**src/hdl/rlsr_pkg.sv**
```systemverilog
// Types and constants shared by the record list sort and remove block.
package rlsr_pkg;

  // Number of records the list can hold.
  localparam int unsigned DEPTH = 32;
  // A dump emits at most this many records.
  localparam int unsigned OUT_LIMIT = 32;

  localparam int unsigned IDX_W = $clog2(DEPTH);
  localparam int unsigned CNT_W = $clog2(DEPTH + 1);
  localparam int unsigned LAST_POS = ((DEPTH < OUT_LIMIT) ? DEPTH : OUT_LIMIT) - 1;

  localparam int unsigned CMD_W = 3;
  localparam int unsigned POS_W = 5;
  localparam int unsigned ECNT_W = 6;

  typedef enum logic [CMD_W-1:0] {
    CMD_CLEAR  = 3'd0,
    CMD_INSERT = 3'd1,
    CMD_SORT   = 3'd2,
    CMD_REMOVE = 3'd3,
    CMD_DUMP   = 3'd4
  } cmd_e;

  typedef enum logic [1:0] {
    ST_OK        = 2'd0,
    ST_NOT_FOUND = 2'd1,
    ST_EMPTY     = 2'd2,
    ST_FULL      = 2'd3
  } status_e;

  typedef enum logic [3:0] {
    S_IDLE,
    S_RESP,
    S_SORT_RDI,
    S_SORT_LDI,
    S_SORT_RDJ,
    S_SORT_CMP,
    S_SORT_WRI,
    S_RM_RD,
    S_RM_CHK,
    S_DUMP_RD,
    S_DUMP_OUT
  } state_e;

  // One stored record.
  typedef struct packed {
    logic signed [31:0] id;
    logic [63:0]        name_0;
    logic [63:0]        name_1;
    logic [31:0]        name_2;
  } rec_t;

  // Access request from the sequencer to the record store.
  typedef struct packed {
    logic             rd_en;
    logic [IDX_W-1:0] rd_addr;
    logic             wr_en;
    logic [IDX_W-1:0] wr_addr;
    rec_t             wr_data;
  } mem_req_t;

endpackage

```
**src/hdl/rlsr_cmd_if.sv**
```systemverilog
// Command channel: valid/ready handshake with one command and its record.
interface rlsr_cmd_if;
  import rlsr_pkg::*;

  logic               valid;
  logic               ready;
  logic [CMD_W-1:0]   cmd;
  logic signed [31:0] key_id;
  logic [63:0]        name_0;
  logic [63:0]        name_1;
  logic [31:0]        name_2;

  modport source (output valid, cmd, key_id, name_0, name_1, name_2, input ready);
  modport sink (input valid, cmd, key_id, name_0, name_1, name_2, output ready);
endinterface

```
**src/hdl/rlsr_res_if.sv**
```systemverilog
// Result channel: valid/ready handshake with one result item.
interface rlsr_res_if;
  import rlsr_pkg::*;

  logic               valid;
  logic               ready;
  logic [1:0]         status;
  logic [POS_W-1:0]   position;
  logic signed [31:0] rec_id;
  logic [63:0]        rec_name_0;
  logic [63:0]        rec_name_1;
  logic [31:0]        rec_name_2;
  logic               final_item;
  logic [ECNT_W-1:0]  entry_count;

  modport source (output valid, status, position, rec_id, rec_name_0, rec_name_1,
                  rec_name_2, final_item, entry_count, input ready);
  modport sink (input valid, status, position, rec_id, rec_name_0, rec_name_1,
                rec_name_2, final_item, entry_count, output ready);
endinterface

```
**src/hdl/rlsr_ctrl.sv**
```systemverilog
// Command sequencer: walks the record store and drives the result register.
module rlsr_ctrl (
  input  logic               clk_i,
  input  logic               rst_ni,
  rlsr_cmd_if.sink           cmd_i,
  rlsr_res_if.source         res_o,
  output rlsr_pkg::mem_req_t req_o,
  input  rlsr_pkg::rec_t     rd_data_i
);
  import rlsr_pkg::*;

  state_e             state_q, state_d;
  logic [CNT_W-1:0]   count_q, count_d;
  logic [CNT_W-1:0]   idx_q, idx_d;
  logic [CNT_W-1:0]   jdx_q, jdx_d;
  logic               found_q, found_d;
  status_e            status_q, status_d;
  logic               out_valid_q, out_valid_d;
  logic signed [31:0] key_q, key_d;
  rec_t               cur_q, cur_d;

  // Result register payload.
  status_e            o_status_q, o_status_d;
  logic [POS_W-1:0]   o_pos_q, o_pos_d;
  rec_t               o_rec_q, o_rec_d;
  logic               o_final_q, o_final_d;
  logic [ECNT_W-1:0]  o_count_q, o_count_d;

  logic               out_free;
  logic               accept;
  logic               dump_last;
  logic               id_match;

  assign out_free  = !out_valid_q || res_o.ready;
  assign accept    = cmd_i.valid && cmd_i.ready;
  assign dump_last = ((idx_q + CNT_W'(1)) == count_q) || (idx_q == CNT_W'(LAST_POS));
  assign id_match  = (rd_data_i.id == key_q);

  assign cmd_i.ready = (state_q == S_IDLE);

  // Next state, store requests and result loading.
  always_comb begin
    state_d     = state_q;
    count_d     = count_q;
    idx_d       = idx_q;
    jdx_d       = jdx_q;
    found_d     = found_q;
    status_d    = status_q;
    key_d       = key_q;
    cur_d       = cur_q;
    out_valid_d = out_valid_q;
    o_status_d  = o_status_q;
    o_pos_d     = o_pos_q;
    o_rec_d     = o_rec_q;
    o_final_d   = o_final_q;
    o_count_d   = o_count_q;

    req_o         = '0;
    req_o.wr_data = cur_q;

    // The receiver took the pending result.
    if (out_valid_q && res_o.ready) begin
      out_valid_d = 1'b0;
    end

    case (state_q)
      S_IDLE: begin
        if (accept) begin
          key_d    = cmd_i.key_id;
          idx_d    = '0;
          found_d  = 1'b0;
          status_d = ST_OK;
          state_d  = S_RESP;
          case (cmd_e'(cmd_i.cmd))
            CMD_CLEAR: begin
              count_d = '0;
            end
            CMD_INSERT: begin
              if (count_q == CNT_W'(DEPTH)) begin
                status_d = ST_FULL;
              end else begin
                req_o.wr_en           = 1'b1;
                req_o.wr_addr         = count_q[IDX_W-1:0];
                req_o.wr_data.id      = cmd_i.key_id;
                req_o.wr_data.name_0  = cmd_i.name_0;
                req_o.wr_data.name_1  = cmd_i.name_1;
                req_o.wr_data.name_2  = cmd_i.name_2;
                count_d               = count_q + CNT_W'(1);
              end
            end
            CMD_SORT: begin
              if (count_q > CNT_W'(1)) begin
                state_d = S_SORT_RDI;
              end
            end
            CMD_REMOVE: begin
              if (count_q == '0) begin
                status_d = ST_EMPTY;
              end else begin
                state_d = S_RM_RD;
              end
            end
            CMD_DUMP: begin
              if (count_q == '0) begin
                status_d = ST_EMPTY;
              end else begin
                state_d = S_DUMP_RD;
              end
            end
            default: begin
              status_d = ST_OK;
            end
          endcase
        end
      end

      // Single result of a command other than a non-empty dump.
      S_RESP: begin
        if (out_free) begin
          out_valid_d = 1'b1;
          o_status_d  = status_q;
          o_pos_d     = '0;
          o_rec_d     = '0;
          o_final_d   = 1'b1;
          o_count_d   = ECNT_W'(count_q);
          state_d     = S_IDLE;
        end
      end

      // Exchange sort: entry i is held in cur_q while later entries stream by.
      S_SORT_RDI: begin
        req_o.rd_en   = 1'b1;
        req_o.rd_addr = idx_q[IDX_W-1:0];
        state_d       = S_SORT_LDI;
      end
      S_SORT_LDI: begin
        cur_d   = rd_data_i;
        jdx_d   = idx_q + CNT_W'(1);
        state_d = S_SORT_RDJ;
      end
      S_SORT_RDJ: begin
        req_o.rd_en   = 1'b1;
        req_o.rd_addr = jdx_q[IDX_W-1:0];
        state_d       = S_SORT_CMP;
      end
      S_SORT_CMP: begin
        if ($signed(cur_q.id) > $signed(rd_data_i.id)) begin
          req_o.wr_en   = 1'b1;
          req_o.wr_addr = jdx_q[IDX_W-1:0];
          req_o.wr_data = cur_q;
          cur_d         = rd_data_i;
        end
        if ((jdx_q + CNT_W'(1)) == count_q) begin
          state_d = S_SORT_WRI;
        end else begin
          jdx_d   = jdx_q + CNT_W'(1);
          state_d = S_SORT_RDJ;
        end
      end
      S_SORT_WRI: begin
        req_o.wr_en   = 1'b1;
        req_o.wr_addr = idx_q[IDX_W-1:0];
        req_o.wr_data = cur_q;
        if ((idx_q + CNT_W'(2)) == count_q) begin
          state_d = S_RESP;
        end else begin
          idx_d   = idx_q + CNT_W'(1);
          state_d = S_SORT_RDI;
        end
      end

      // Remove: search and, once the match is past, shift each entry down one.
      S_RM_RD: begin
        req_o.rd_en   = 1'b1;
        req_o.rd_addr = idx_q[IDX_W-1:0];
        state_d       = S_RM_CHK;
      end
      S_RM_CHK: begin
        if (found_q) begin
          req_o.wr_en   = 1'b1;
          req_o.wr_addr = idx_q[IDX_W-1:0] - IDX_W'(1);
          req_o.wr_data = rd_data_i;
        end else if (id_match) begin
          found_d = 1'b1;
        end
        if ((idx_q + CNT_W'(1)) == count_q) begin
          if (found_q || id_match) begin
            count_d  = count_q - CNT_W'(1);
            status_d = ST_OK;
          end else begin
            status_d = ST_NOT_FOUND;
          end
          state_d = S_RESP;
        end else begin
          idx_d   = idx_q + CNT_W'(1);
          state_d = S_RM_RD;
        end
      end

      // Dump: one read and one result transfer per record.
      S_DUMP_RD: begin
        req_o.rd_en   = 1'b1;
        req_o.rd_addr = idx_q[IDX_W-1:0];
        state_d       = S_DUMP_OUT;
      end
      S_DUMP_OUT: begin
        if (out_free) begin
          out_valid_d = 1'b1;
          o_status_d  = ST_OK;
          o_pos_d     = POS_W'(idx_q);
          o_rec_d     = rd_data_i;
          o_final_d   = dump_last;
          o_count_d   = ECNT_W'(count_q);
          if (dump_last) begin
            state_d = S_IDLE;
          end else begin
            idx_d   = idx_q + CNT_W'(1);
            state_d = S_DUMP_RD;
          end
        end
      end

      default: begin
        state_d = S_IDLE;
      end
    endcase
  end

  // Control state.
  always_ff @(posedge clk_i or negedge rst_ni) begin
    if (!rst_ni) begin
      state_q     <= S_IDLE;
      count_q     <= '0;
      out_valid_q <= 1'b0;
      found_q     <= 1'b0;
      idx_q       <= '0;
      jdx_q       <= '0;
      status_q    <= ST_OK;
    end else begin
      state_q     <= state_d;
      count_q     <= count_d;
      out_valid_q <= out_valid_d;
      found_q     <= found_d;
      idx_q       <= idx_d;
      jdx_q       <= jdx_d;
      status_q    <= status_d;
    end
  end

  // Payload registers.
  always_ff @(posedge clk_i) begin
    key_q      <= key_d;
    cur_q      <= cur_d;
    o_status_q <= o_status_d;
    o_pos_q    <= o_pos_d;
    o_rec_q    <= o_rec_d;
    o_final_q  <= o_final_d;
    o_count_q  <= o_count_d;
  end

  assign res_o.valid       = out_valid_q;
  assign res_o.status      = o_status_q;
  assign res_o.position    = o_pos_q;
  assign res_o.rec_id      = o_rec_q.id;
  assign res_o.rec_name_0  = o_rec_q.name_0;
  assign res_o.rec_name_1  = o_rec_q.name_1;
  assign res_o.rec_name_2  = o_rec_q.name_2;
  assign res_o.final_item  = o_final_q;
  assign res_o.entry_count = o_count_q;

endmodule

```
**src/flat_wrapper.sv**
```systemverilog
// flat-port wrapper written by rule: the top's interface ports become plain ports
module rlsr_ctrl_flat import rlsr_pkg::*;
  (clk_i, rst_ni, req_o, rd_data_i, cmd_i_valid, cmd_i_cmd, cmd_i_key_id, cmd_i_name_0, cmd_i_name_1, cmd_i_name_2, cmd_i_ready, res_o_valid, res_o_status, res_o_position, res_o_rec_id, res_o_rec_name_0, res_o_rec_name_1, res_o_rec_name_2, res_o_final_item, res_o_entry_count, res_o_ready);
  rlsr_cmd_if cmd_i_i ();
  rlsr_res_if res_o_i ();
  input  logic clk_i;
  input  logic rst_ni;
  output rlsr_pkg::mem_req_t req_o;
  input  rlsr_pkg::rec_t rd_data_i;
  input wire logic [$bits(cmd_i_i.valid)-1:0] cmd_i_valid;
  input wire logic [$bits(cmd_i_i.cmd)-1:0] cmd_i_cmd;
  input wire logic [$bits(cmd_i_i.key_id)-1:0] cmd_i_key_id;
  input wire logic [$bits(cmd_i_i.name_0)-1:0] cmd_i_name_0;
  input wire logic [$bits(cmd_i_i.name_1)-1:0] cmd_i_name_1;
  input wire logic [$bits(cmd_i_i.name_2)-1:0] cmd_i_name_2;
  output wire logic [$bits(cmd_i_i.ready)-1:0] cmd_i_ready;
  output wire logic [$bits(res_o_i.valid)-1:0] res_o_valid;
  output wire logic [$bits(res_o_i.status)-1:0] res_o_status;
  output wire logic [$bits(res_o_i.position)-1:0] res_o_position;
  output wire logic [$bits(res_o_i.rec_id)-1:0] res_o_rec_id;
  output wire logic [$bits(res_o_i.rec_name_0)-1:0] res_o_rec_name_0;
  output wire logic [$bits(res_o_i.rec_name_1)-1:0] res_o_rec_name_1;
  output wire logic [$bits(res_o_i.rec_name_2)-1:0] res_o_rec_name_2;
  output wire logic [$bits(res_o_i.final_item)-1:0] res_o_final_item;
  output wire logic [$bits(res_o_i.entry_count)-1:0] res_o_entry_count;
  input wire logic [$bits(res_o_i.ready)-1:0] res_o_ready;
  assign cmd_i_i.valid = cmd_i_valid;
  assign cmd_i_i.cmd = cmd_i_cmd;
  assign cmd_i_i.key_id = cmd_i_key_id;
  assign cmd_i_i.name_0 = cmd_i_name_0;
  assign cmd_i_i.name_1 = cmd_i_name_1;
  assign cmd_i_i.name_2 = cmd_i_name_2;
  assign cmd_i_ready = cmd_i_i.ready;
  assign res_o_valid = res_o_i.valid;
  assign res_o_status = res_o_i.status;
  assign res_o_position = res_o_i.position;
  assign res_o_rec_id = res_o_i.rec_id;
  assign res_o_rec_name_0 = res_o_i.rec_name_0;
  assign res_o_rec_name_1 = res_o_i.rec_name_1;
  assign res_o_rec_name_2 = res_o_i.rec_name_2;
  assign res_o_final_item = res_o_i.final_item;
  assign res_o_entry_count = res_o_i.entry_count;
  assign res_o_i.ready = res_o_ready;
  rlsr_ctrl u_core (.clk_i(clk_i), .rst_ni(rst_ni), .cmd_i(cmd_i_i), .res_o(res_o_i), .req_o(req_o), .rd_data_i(rd_data_i));
endmodule
```
**config.mk**
```make
export PLATFORM = sky130hd
export DESIGN_NAME = rlsr_ctrl_flat
export DESIGN_NICKNAME = d
export VERILOG_FILES = /design/src/hdl/rlsr_pkg.sv /design/src/hdl/rlsr_cmd_if.sv /design/src/hdl/rlsr_res_if.sv /design/src/hdl/rlsr_ctrl.sv /design/src/flat_wrapper.sv
export SDC_FILE = /design/constraint.sdc
export NUM_CORES = 1
export LEC_CHECK = 0
export BUFFER_PORTS_ARGS = -buffer_cell sky130_fd_sc_hd__buf_4
export CORE_AREA = 5 5 309 311
export DETAILED_ROUTE_END_ITERATION = 8
export DIE_AREA = 0 0 314 316
export PLACE_DENSITY = 0.47
export SYNTH_ARGS = -nofsm -noshare
export SYNTH_HDL_FRONTEND = slang
export SYNTH_SLANG_ARGS = --single-unit
```
**constraint.sdc**
```tcl
create_clock -name clk_i -period 9.4 [get_ports clk_i]
set_input_delay 0.94 -clock clk_i [delete_from_list [all_inputs] [get_ports clk_i]]
set_output_delay 0.94 -clock clk_i [all_outputs]
set_load 0.1 [all_outputs]
```
==> results of run 1 <==
[sequential cells by signal, indices dropped and copies added, names as in the netlist]
signal / cells
u_core.count_q: 6
u_core.cur_q: 192
u_core.found_q: 1
u_core.idx_q: 6
u_core.jdx_q: 6
u_core.key_q: 32
u_core.res_o.entry_count: 6
u_core.res_o.final_item: 1
u_core.res_o.position: 5
u_core.res_o.rec_id: 32
u_core.res_o.rec_name_0: 64
u_core.res_o.rec_name_1: 64
u_core.res_o.rec_name_2: 32
u_core.res_o.status: 2
u_core.res_o.valid: 1
u_core.state_q: 4
u_core.status_q: 2
[cell type report]
class                   instances  share of cell area, %
clock buffers                  68                   4.80
diodes                          4                 0.0327
inverters                     236                   2.90
flip-flops and latches        456                   44.3
multi-input cells            1005                   21.5
repair buffers                821                   20.2
well taps                    1197                   4.90
clock inverters                31                   1.34
[per-layer routing]
layer  track usage, %  vias to the layer above  wire, um
met4             4.57                        6      2270
li1                 -                     8113         -
met1             21.8                     8936     37300
met2             30.6                      761     46700
met3             4.44                      118      6710
met5                0                        -        34
[cells in the final DEF (no fill, tap or decap), types with 8 or more instances in the layout]
cell type and count:
buf_4 820, edfxtp_1 430, inv_1 236, o21ai_0 213, a22oi_1 196, and2_1 166
clkbuf_16 57, nand2_1 48, xnor2_1 47, nor3_1 44, ha_1 42, nor2_1 37
a21oi_1 37, dfrtp_1 26, o21ai_1 21, nand3_1 17, nand4_1 16, clkinv_1 13
clkbuf_1 11, bufinv_16 10, xor2_1 9, nor2b_1 8
[metrics by stage]
| stage | instances | setup WS [ns] | hold slack, ns | utilization [%] |
|---|---|---|---|---|
| finish | 3818 | 3.27 | 0.264 | 33.1 |
| global route | 3817 | 2.87 | 0.253 | 33.1 |
| CTS | 3814 | 3.07 | 0.230 | 33.1 |
| detailed placement | 3715 | 3.51 | 0.490 | 31.0 |
| global placement | 3715 | 3.69 | 0.495 | 31.0 |
| floorplan | 1815 | 1.64 | 0.423 | - |
[power by group through the flow]
stage	Clock [mW]	Sequential [mW]	Combinational, mW
CTS	2.32	3.28	6.28
global route	2.40	3.33	6.40
detailed placement	0	3.31	6.27
finish	2.24	3.28	6.22
floorplan	0	5.69	2.31
global placement	0	3.31	6.27
[cell families after synthesis]
logic type,Yosys count,synth area share (%)
AO/OA/AOI/OAI,532,15.7
flip-flops,456,63.1
AND/OR/NAND/NOR,371,9.69
buffers and inverters,354,6.49
XOR/XNOR,57,2.36
adder cells (fa/ha/maj),42,2.45
multiplexers,3,0.151
[worst max-delay path: cells and delay by family, from the launching register on]
kind	cells	cell delay (ns)
AO/OA/AOI/OAI	3	0.82
buffers and inverters	3	1.76
flip-flops	1	0.68
AND/OR/NAND/NOR	3	1.10
[worst max path at each step]
stage / startpoint / to / slack [ns] / cells after the start
after detailed placement: rd_data_i[191] / u_core.cur_q[97] / 3.51 / 11
after CTS: u_core.state_q[2] / req_o[182] / 3.07 / 9
final: u_core.state_q[3] / req_o[181] / 3.27 / 9
after floorplan: rd_data_i[191] / u_core.cur_q[0] / 1.64 / 9
after global placement: rd_data_i[191] / u_core.cur_q[47] / 3.69 / 11
after global routing: u_core.state_q[2] / req_o[181] / 2.87 / 9
==> impl_metrics.env, run 1 <==
export IMPL_seqPwrFrac_pct=27.9
export IMPL_hp_class="input port to async pin"
export IMPL_skew_ns=0.0227
export IMPL_postCtsResizedCells=0
export IMPL_reg2reg_from="u_core.cur_q[191]"
export IMPL_grt_pass1_vias=18300
export IMPL_die_area_um2=99200
export IMPL_cellLeakagePower_nw=12.4
export IMPL_finalHoldViolCount=0
export IMPL_worstSkewPairLatency_ns=0.60
export IMPL_fillers=9447
export IMPL_setup_tns_ns=0
export IMPL_startpoint_type="flop"
export IMPL_drt_initial_drc_count=1502
export IMPL_dieHeight_um=316
export IMPL_first_pass_iters=5
export IMPL_cts_hold_buf=0
export IMPL_nets=3008
export IMPL_numCtsBuffers=55
export IMPL_grt_usage_pct=17.6
export IMPL_vias_per_cell=4.70
export IMPL_relSlewSlack_pct=25.7
export IMPL_drcViolationCount=0
export IMPL_p_int_mw=5.42
export IMPL_synth_nets=2248
export IMPL_root_buffer="clkbuf_16"
export IMPL_gp_congestion=0.899
export IMPL_clock_fmax_mhz=163
export IMPL_switching_share_pct=53.8
export IMPL_criticalPathCategory="flop to primary output"
export IMPL_dpl_hpwl_um=70100
export IMPL_drive_gt1_share_pct=35.0
export IMPL_async_reset_ff_share_pct=5.70
export IMPL_synth_most_common_cell="edfxtp_1"
export IMPL_setup_viol=0
export IMPL_critPathSlowestCell="buf_4"
export IMPL_p_switching_mw=6.31
export IMPL_place_area_um2=28700
export IMPL_cts_buffer_depth=3
export IMPL_clkTransAtPathRegs_ns=0.06
export IMPL_wl_per_cell_um=24.4
export IMPL_die_w_um=314
export IMPL_synthTopCellsByCount="edfxtp_1 (430), inv_1 (236), o21ai_0 (213)"
export IMPL_routed_via_count=17900
export IMPL_crit_path_frequent_cell="buf_4"
export IMPL_crit_arrival_ns=5.19
export IMPL_synth_cell_type_count=63
export IMPL_reg2reg_to="u_core.cur_q[47]"
export IMPL_tightest_slew_ns=1.11
export IMPL_grt_pass1_wl_um=130000
export IMPL_min_period_ns=6.13
export IMPL_antenna_found_initial=10
export IMPL_ios=803
export IMPL_postCtsSetupBuffers=0
export IMPL_ff2ff_setup_slack_ns=4.41
export IMPL_synth_ff_type="edfxtp_1"
export IMPL_power_total_mw=11.7
export IMPL_cp_end_kind="primary output"
export IMPL_cp_cell_sequence="nor4_4 -> nand2_1 -> a211oi_4 -> buf_4 -> a21oi_1 -> nor2b_4 -> buf_4 -> o21ai_0 -> buf_4"
export IMPL_min_period_over_period_pct=65.2
export IMPL_htree_levels=2
export IMPL_p_comb_share_pct=53.0
export IMPL_syn_area_per_cell_um2=11.8
export IMPL_postLayoutCellArea_um2=30600
export IMPL_synth_cells=1815
export IMPL_grt_ovfl_total=0
export IMPL_core_um2=92500
export IMPL_yosysSeqAreaShare_pct=63.1
export IMPL_wl_um=93100
export IMPL_regArea_um2=13600
export IMPL_grt_max_degree=115
export IMPL_area_growth_pct=42.4
export IMPL_ir_drop_mv=0.250
export IMPL_power_density_nw_per_um2=384
export IMPL_slew_violations=0
export IMPL_worst_ep_required_time_ns=8.46
export IMPL_multi_input_area_um2=6570
export IMPL_initial_core_util_pct=23.2
export IMPL_rsz0062_at_grt="false"
export IMPL_synth_edff_count=430
export IMPL_synth_area_leader_cell="edfxtp_1"
export IMPL_num_rows=112
export IMPL_ant_nets=0
export IMPL_r2r_cells=9
export IMPL_p_clk_share_pct=19.1
export IMPL_outcome="complete, no violations"
export IMPL_cp_max_fo=104
export IMPL_port_buffers=802
export IMPL_synth_area_leaders="edfxtp_1 (60%), a22oi_1 (6.8%), o21ai_0 (5.0%), and2_1 (4.8%), inv_1 (4.1%)"
export IMPL_slowest_delay_ns=0.75
export IMPL_clkSinkCount=456
export IMPL_synth_top_cell_area_share_pct=60.1
export IMPL_synthesis_area_um2=21500
export IMPL_synth_warnings=0
export IMPL_ys_ff_latch=456
export IMPL_cts_tree="yes"
export IMPL_cap_violations=0
(Power assumes the default switching activity.)
==> run 2, diff against run 1 <==
--- a/config.mk
+++ b/config.mk
@@ -5,11 +5,12 @@
 export SDC_FILE = /design/constraint.sdc
 export NUM_CORES = 1
 export LEC_CHECK = 0
+export ABC_AREA = 1
 export BUFFER_PORTS_ARGS = -buffer_cell sky130_fd_sc_hd__buf_4
-export CORE_AREA = 5 5 309 311
+export CORE_AREA = 5 5 313 315
 export DETAILED_ROUTE_END_ITERATION = 8
-export DIE_AREA = 0 0 314 316
-export PLACE_DENSITY = 0.47
+export DIE_AREA = 0 0 318 320
+export PLACE_DENSITY = 0.48
 export SYNTH_ARGS = -nofsm -noshare
 export SYNTH_HDL_FRONTEND = slang
 export SYNTH_SLANG_ARGS = --single-unit
==> constraint.sdc (replaced) <==
create_clock -name clk_i -period 5.6 [get_ports clk_i]
set_input_delay 0.56 -clock clk_i [delete_from_list [all_inputs] [get_ports clk_i]]
set_output_delay 0.56 -clock clk_i [all_outputs]
set_load 0.1 [all_outputs]
==> impl_metrics.env, run 2 <==
export IMPL_min_period_over_period_pct=80.9
export IMPL_slew_violations=0
export IMPL_clkTransAtPathRegs_ns=0.06
export IMPL_synth_warnings=0
export IMPL_grt_ovfl_total=0
export IMPL_synth_nets=2730
export IMPL_final_cell_mix="buf_4 (811), inv_1 (641), edfxtp_1 (430)"
export IMPL_yosysSeqAreaShare_pct=60.0
export IMPL_synthTopCellsByCount="inv_1 (641), edfxtp_1 (430), nor2_1 (265)"
export IMPL_drt_initial_drc_count=1212
export IMPL_nets=3517
export IMPL_synth_area_leaders="edfxtp_1 (57%), inv_1 (11%), o21bai_1 (6.4%), o22ai_1 (5.6%), nor2_1 (4.4%)"
export IMPL_tightest_slew_ns=0.961
export IMPL_die_w_um=318
export IMPL_drive_gt1_share_pct=29.5
export IMPL_largest_register_ffs=192
export IMPL_fin_cells=4400
export IMPL_postCtsSetupBuffers=0
export IMPL_relSlewSlack_pct=35.9
export IMPL_skew_ns=0.0212
export IMPL_wl_per_cell_um=21.9
export IMPL_setup_tns_ns=0
export IMPL_cts_tree="yes"
export IMPL_path_delay_family="buffers and inverters"
export IMPL_setup_viol=0
export IMPL_synthesis_area_um2=22600
export IMPL_crit_cells=11
export IMPL_cts_hold_buf=1
export IMPL_worstSkewPairLatency_ns=0.61
export IMPL_min_period_ns=4.53
export IMPL_clock_fmax_mhz=221
export IMPL_place_inst=4289
export IMPL_routed_via_count=18900
export IMPL_port_buffers=802
export IMPL_clkSinkCount=456
export IMPL_gp_congestion=0.890
export IMPL_final_common_cell="buf_4"
export IMPL_ys_ff_latch=456
export IMPL_dpl_hpwl_um=71100
export IMPL_worstHoldPathCells=1
export IMPL_grt_pass1_vias=18800
export IMPL_drcViolationCount=0
export IMPL_ios=803
export IMPL_cp_end_kind="primary output"
export IMPL_synth_area_leader_cell="edfxtp_1"
export IMPL_cts_buffer_depth=3
export IMPL_numCtsBuffers=57
export IMPL_synth_cell_type_count=35
export IMPL_synth_top_cell_area_share_pct=57.1
export IMPL_dieHeight_um=320
export IMPL_die_area_um2=102000
export IMPL_r2r_cells=12
export IMPL_synth_ff_type="edfxtp_1"
export IMPL_root_buffer="clkbuf_16"
export IMPL_async_reset_ff_share_pct=5.70
export IMPL_hp_class="input port to flop"
export IMPL_rsz0062_at_grt="false"
export IMPL_cap_violations=0
export IMPL_cp_cell_sequence="inv_2 -> nand2_1 -> nor2_1 -> buf_4 -> inv_2 -> nor2_2 -> clkinv_4 -> buf_4 -> o22ai_1 -> o21bai_1 -> buf_4"
export IMPL_first_pass_iters=5
export IMPL_top_register="u_core.cur_q"
export IMPL_synth_edff_count=430
export IMPL_vias_per_cell=4.30
export IMPL_fin_util_pct=33.7
export IMPL_ant_nets=0
export IMPL_grt_usage_pct=17.8
export IMPL_critPathSlowestCell="buf_4"
export IMPL_worst_ep_required_time_ns=5.04
export IMPL_startpoint_type="flop"
export IMPL_crit_path_frequent_cell="buf_4"
export IMPL_core_um2=94600
export IMPL_finalHoldViolCount=0
export IMPL_place_area_um2=30100
export IMPL_cp_max_fo=51
export IMPL_crit_arrival_ns=3.97
export IMPL_num_rows=113
export IMPL_synth_most_common_cell="inv_1"
export IMPL_area_growth_pct=40.9
export IMPL_postCtsResizedCells=0
export IMPL_wl_um=96600
export IMPL_outcome="complete, no violations"
export IMPL_slowest_delay_ns=0.52
export IMPL_postLayoutCellArea_um2=31800
export IMPL_syn_area_per_cell_um2=9.84
export IMPL_criticalPathCategory="flop to primary output"
export IMPL_antenna_found_initial=9
export IMPL_synth_cells=2297
export IMPL_critPathBufInv=6
export IMPL_htree_levels=2
export IMPL_grt_pass1_wl_um=135000
export IMPL_grt_max_degree=106
export IMPL_initial_core_util_pct=23.9
[run 2: area by class of cell]
class	count	area, um2
repair buffers	822	6300
flip-flops and latches	456	13600
diodes	8	20.0
well taps	1265	1580
multi-input cells	1093	6200
fillers	9814	62700
clock buffers	73	1520
inverters	654	2470
clock inverters	29	191
[run 2: logic make-up (layout without fill, tap and decap cells)]
logic type / after synthesis / in the layout / share of synthesized area [%]
buf+inv: 748 / 1578 / 12.7
simple gates: 553 / 553 / 9.83
compound gates: 456 / 456 / 13.5
flops: 456 / 456 / 60.0
fa+ha+maj: 42 / 42 / 2.32
xor+xnor: 42 / 42 / 1.63
other cells: 0 / 8 / 0
[run 2: worst paths after layout]
kind	start	end	slack, ns
max	u_core.state_q[2]	req_o[166]	1.07
min	rd_data_i[152]	u_core.cur_q[152]	0.13
max reg2reg	u_core.cur_q[175]	u_core.cur_q[13]	2.03
min reg2reg	u_core.status_q[1]	u_core.status_q[1]	0.48
max in group asynchronous	rst_ni	u_core.jdx_q[0]	4.88
min in group asynchronous	rst_ni	u_core.count_q[4]	0.41
[run 2: through the flow]
step           hold slack [ns]  setup WS (ns)
2_1_floorplan            0.264           1.09
3_3_place_gp             0.457           1.72
3_5_place_dp             0.460           1.73
4_1_cts                 0.0710           1.03
5_1_grt                 0.0776          0.907
6_report                 0.128           1.07
[run 2: metal layers]
layer / part of all wire, % / track usage [%] / vias up
met5: 0.014 / 0 / -
met4: 3.2 / 6.29 / 2
met3: 6.8 / 4.76 / 130
met2: 50 / 30.6 / 689
met1: 40 / 21.8 / 9091
li1: - / - / 9028
Power of run 2 is not shown: default switching activity piles up to over one toggle a cycle in this logic, so the estimate is an artifact.
==> run 3, diff against run 2 <==
--- a/config.mk
+++ b/config.mk
@@ -5,12 +5,12 @@
 export SDC_FILE = /design/constraint.sdc
 export NUM_CORES = 1
 export LEC_CHECK = 0
-export ABC_AREA = 1
+export ABC_AREA = 0
 export BUFFER_PORTS_ARGS = -buffer_cell sky130_fd_sc_hd__buf_4
-export CORE_AREA = 5 5 313 315
+export CORE_AREA = 5 5 311 313
 export DETAILED_ROUTE_END_ITERATION = 8
-export DIE_AREA = 0 0 318 320
-export PLACE_DENSITY = 0.48
+export DIE_AREA = 0 0 316 318
+export PLACE_DENSITY = 0.45
 export SYNTH_ARGS = -nofsm -noshare
 export SYNTH_HDL_FRONTEND = slang
 export SYNTH_SLANG_ARGS = --single-unit
==> constraint.sdc (replaced) <==
create_clock -name clk_i -period 4.2 [get_ports clk_i]
set_input_delay 0.42 -clock clk_i [delete_from_list [all_inputs] [get_ports clk_i]]
set_output_delay 0.42 -clock clk_i [all_outputs]
set_load 0.1 [all_outputs]
==> impl_metrics.env, run 3 (synthesized netlist as in run 1, its figures left out) <==
export IMPL_outcome="complete, no violations"
export IMPL_worst_ep_required_time_ns=3.78
export IMPL_fin_cells=4084
export IMPL_drive_gt1_share_pct=37.2
export IMPL_ant_nets=0
export IMPL_min_period_over_period_pct=95.4
export IMPL_initial_core_util_pct=22.8
export IMPL_vias_per_cell=4.60
export IMPL_grt_usage_pct=18.1
export IMPL_drt_initial_drc_count=1304
export IMPL_ios=803
export IMPL_cellLeakagePower_nw=13.3
export IMPL_grt_pass1_vias=19700
export IMPL_largest_register_ffs=192
export IMPL_clkSinkCount=456
export IMPL_die_area_um2=100000
export IMPL_fin_util_pct=35.0
export IMPL_die_w_um=316
export IMPL_crit_path_frequent_cell="buf_4"
export IMPL_slew_violations=0
export IMPL_criticalPathCategory="input port to primary output"
export IMPL_grt_pass1_wl_um=136000
export IMPL_critPathBufInv=5
export IMPL_grt_ovfl_total=0
export IMPL_cts_buffer_depth=3
export IMPL_clkTransAtPathRegs_ns=0.05
export IMPL_r2r_cells=11
export IMPL_finalHoldViolCount=0
export IMPL_cp_cell_sequence="dlygate4sd3_1 -> buf_4 -> inv_1 -> ha_1 -> nand4_1 -> nor4_2 -> and4_2 -> o41a_1 -> o211ai_1 -> a21oi_1 -> buf_4 -> a221o_1 -> buf_6"
export IMPL_wl_per_cell_um=23.5
export IMPL_ff2ff_setup_slack_ns=0.79
export IMPL_gp_congestion=0.921
export IMPL_crit_cells=13
export IMPL_pre_cts_slack_ns=0.565
export IMPL_port_buffers=802
export IMPL_power_density_nw_per_um2=797
export IMPL_cp_end_kind="primary output"
export IMPL_place_inst=3809
export IMPL_clock_fmax_mhz=250
export IMPL_crit_end="req_o[196]"
export IMPL_relSlewSlack_pct=24.9
export IMPL_startpoint_type="input port"
export IMPL_root_buffer="clkbuf_16"
export IMPL_min_period_ns=4.01
export IMPL_first_pass_iters=6
export IMPL_ir_drop_mv=0.352
export IMPL_reg2reg_to="u_core.cur_q[59]"
export IMPL_cap_violations=0
export IMPL_worstSkewPairLatency_ns=0.60
export IMPL_wl_um=95800
export IMPL_reg2reg_from="u_core.cur_q[189]"
export IMPL_drcViolationCount=0
export IMPL_area_growth_pct=53.1
export IMPL_numCtsBuffers=55
export IMPL_dpl_hpwl_um=73000
export IMPL_tightest_slew_ns=1.12
export IMPL_routed_via_count=18800
export IMPL_core_um2=94000
export IMPL_hp_class="input port to flop"
export IMPL_skew_ns=0.0227
export IMPL_cts_tree="yes"
export IMPL_setup_slack_ns=0.192
export IMPL_grt_max_degree=111
export IMPL_dieHeight_um=318
export IMPL_holdCritStartpoint="cmd_i_key_id[0]"
export IMPL_cp_max_fo=7
export IMPL_path_delay_family="buffers and inverters"
export IMPL_power_total_mw=26.2
export IMPL_crit_arrival_ns=3.59
export IMPL_final_common_cell="buf_4"
export IMPL_top_register="u_core.cur_q"
export IMPL_htree_levels=2
export IMPL_critPathSlowestCell="dlygate4sd3_1"
export IMPL_antenna_found_initial=13
export IMPL_slowest_delay_ns=0.64
export IMPL_setup_viol=0
export IMPL_nets=3203
export IMPL_num_rows=113
export IMPL_final_cell_mix="buf_4 (830), edfxtp_1 (430), inv_1 (234)"
export IMPL_worstSetupStartpoint="rd_data_i[189]"
[run 3: worst min-delay path by stage]
| stage | endpoint | depth (start not counted) |
|---|---|---|
| 6_report | u_core.key_q[0] | 1 |
| 5_1_grt | u_core.key_q[17] | 1 |
| 4_1_cts | u_core.key_q[0] | 1 |
| 3_5_place_dp | u_core.state_q[3] | 1 |
| 3_3_place_gp | u_core.state_q[3] | 1 |
| 2_1_floorplan | u_core.count_q[0] | 0 |
[run 3: final cells by class]
type | count | area [um2]
Clock inverter | 30 | 231
Timing Repair Buffer | 1016 | 8230
Sequential cell | 456 | 13600
Multi-Input combinational cell | 1005 | 6950
Antenna cell | 7 | 17.5
Clock buffer | 69 | 1430
Inverter | 236 | 886
Fill cell | 9402 | 61100
Tap cell | 1265 | 1580
[run 3: report_power, final]
part           internal, mW  total [mW]  leakage [nW]  switching, mW
logic                  2.69        14.5          8.15           11.8
clock network          2.58        4.51         0.809           1.93
registers              6.67        7.23          4.37          0.558
[run 3: timing repair]
item / 4_1_cts / 5_1_grt
setup buffers: 0 / 1
endpoints found under the setup margin: 0 / 67
hold buffers: 168 / 0
gates resized for setup: 0 / 11
endpoints found under the hold margin: 193 / 0
[run 3: per-layer routing]
metal / wire length [um] / global-route usage (%)
met3: 7760 / 5.05
met1: 38100 / 22.3
met5: 41 / 0
met4: 3610 / 6.34
met2: 46300 / 30.5
[run 3: through the flow]
| stage | setup TNS, ns | instance area [um2] | hold WS (ns) |
|---|---|---|---|
| after global placement | 0 | 29500 | 0.385 |
| after CTS | 0 | 32800 | 0.000613 |
| final | 0 | 32900 | 0.0448 |
| after global routing | -0.00437 | 32900 | 0.0101 |
| after floorplan | -26.30 | 21900 | 0.124 |
| after detailed placement | 0 | 29500 | 0.391 |
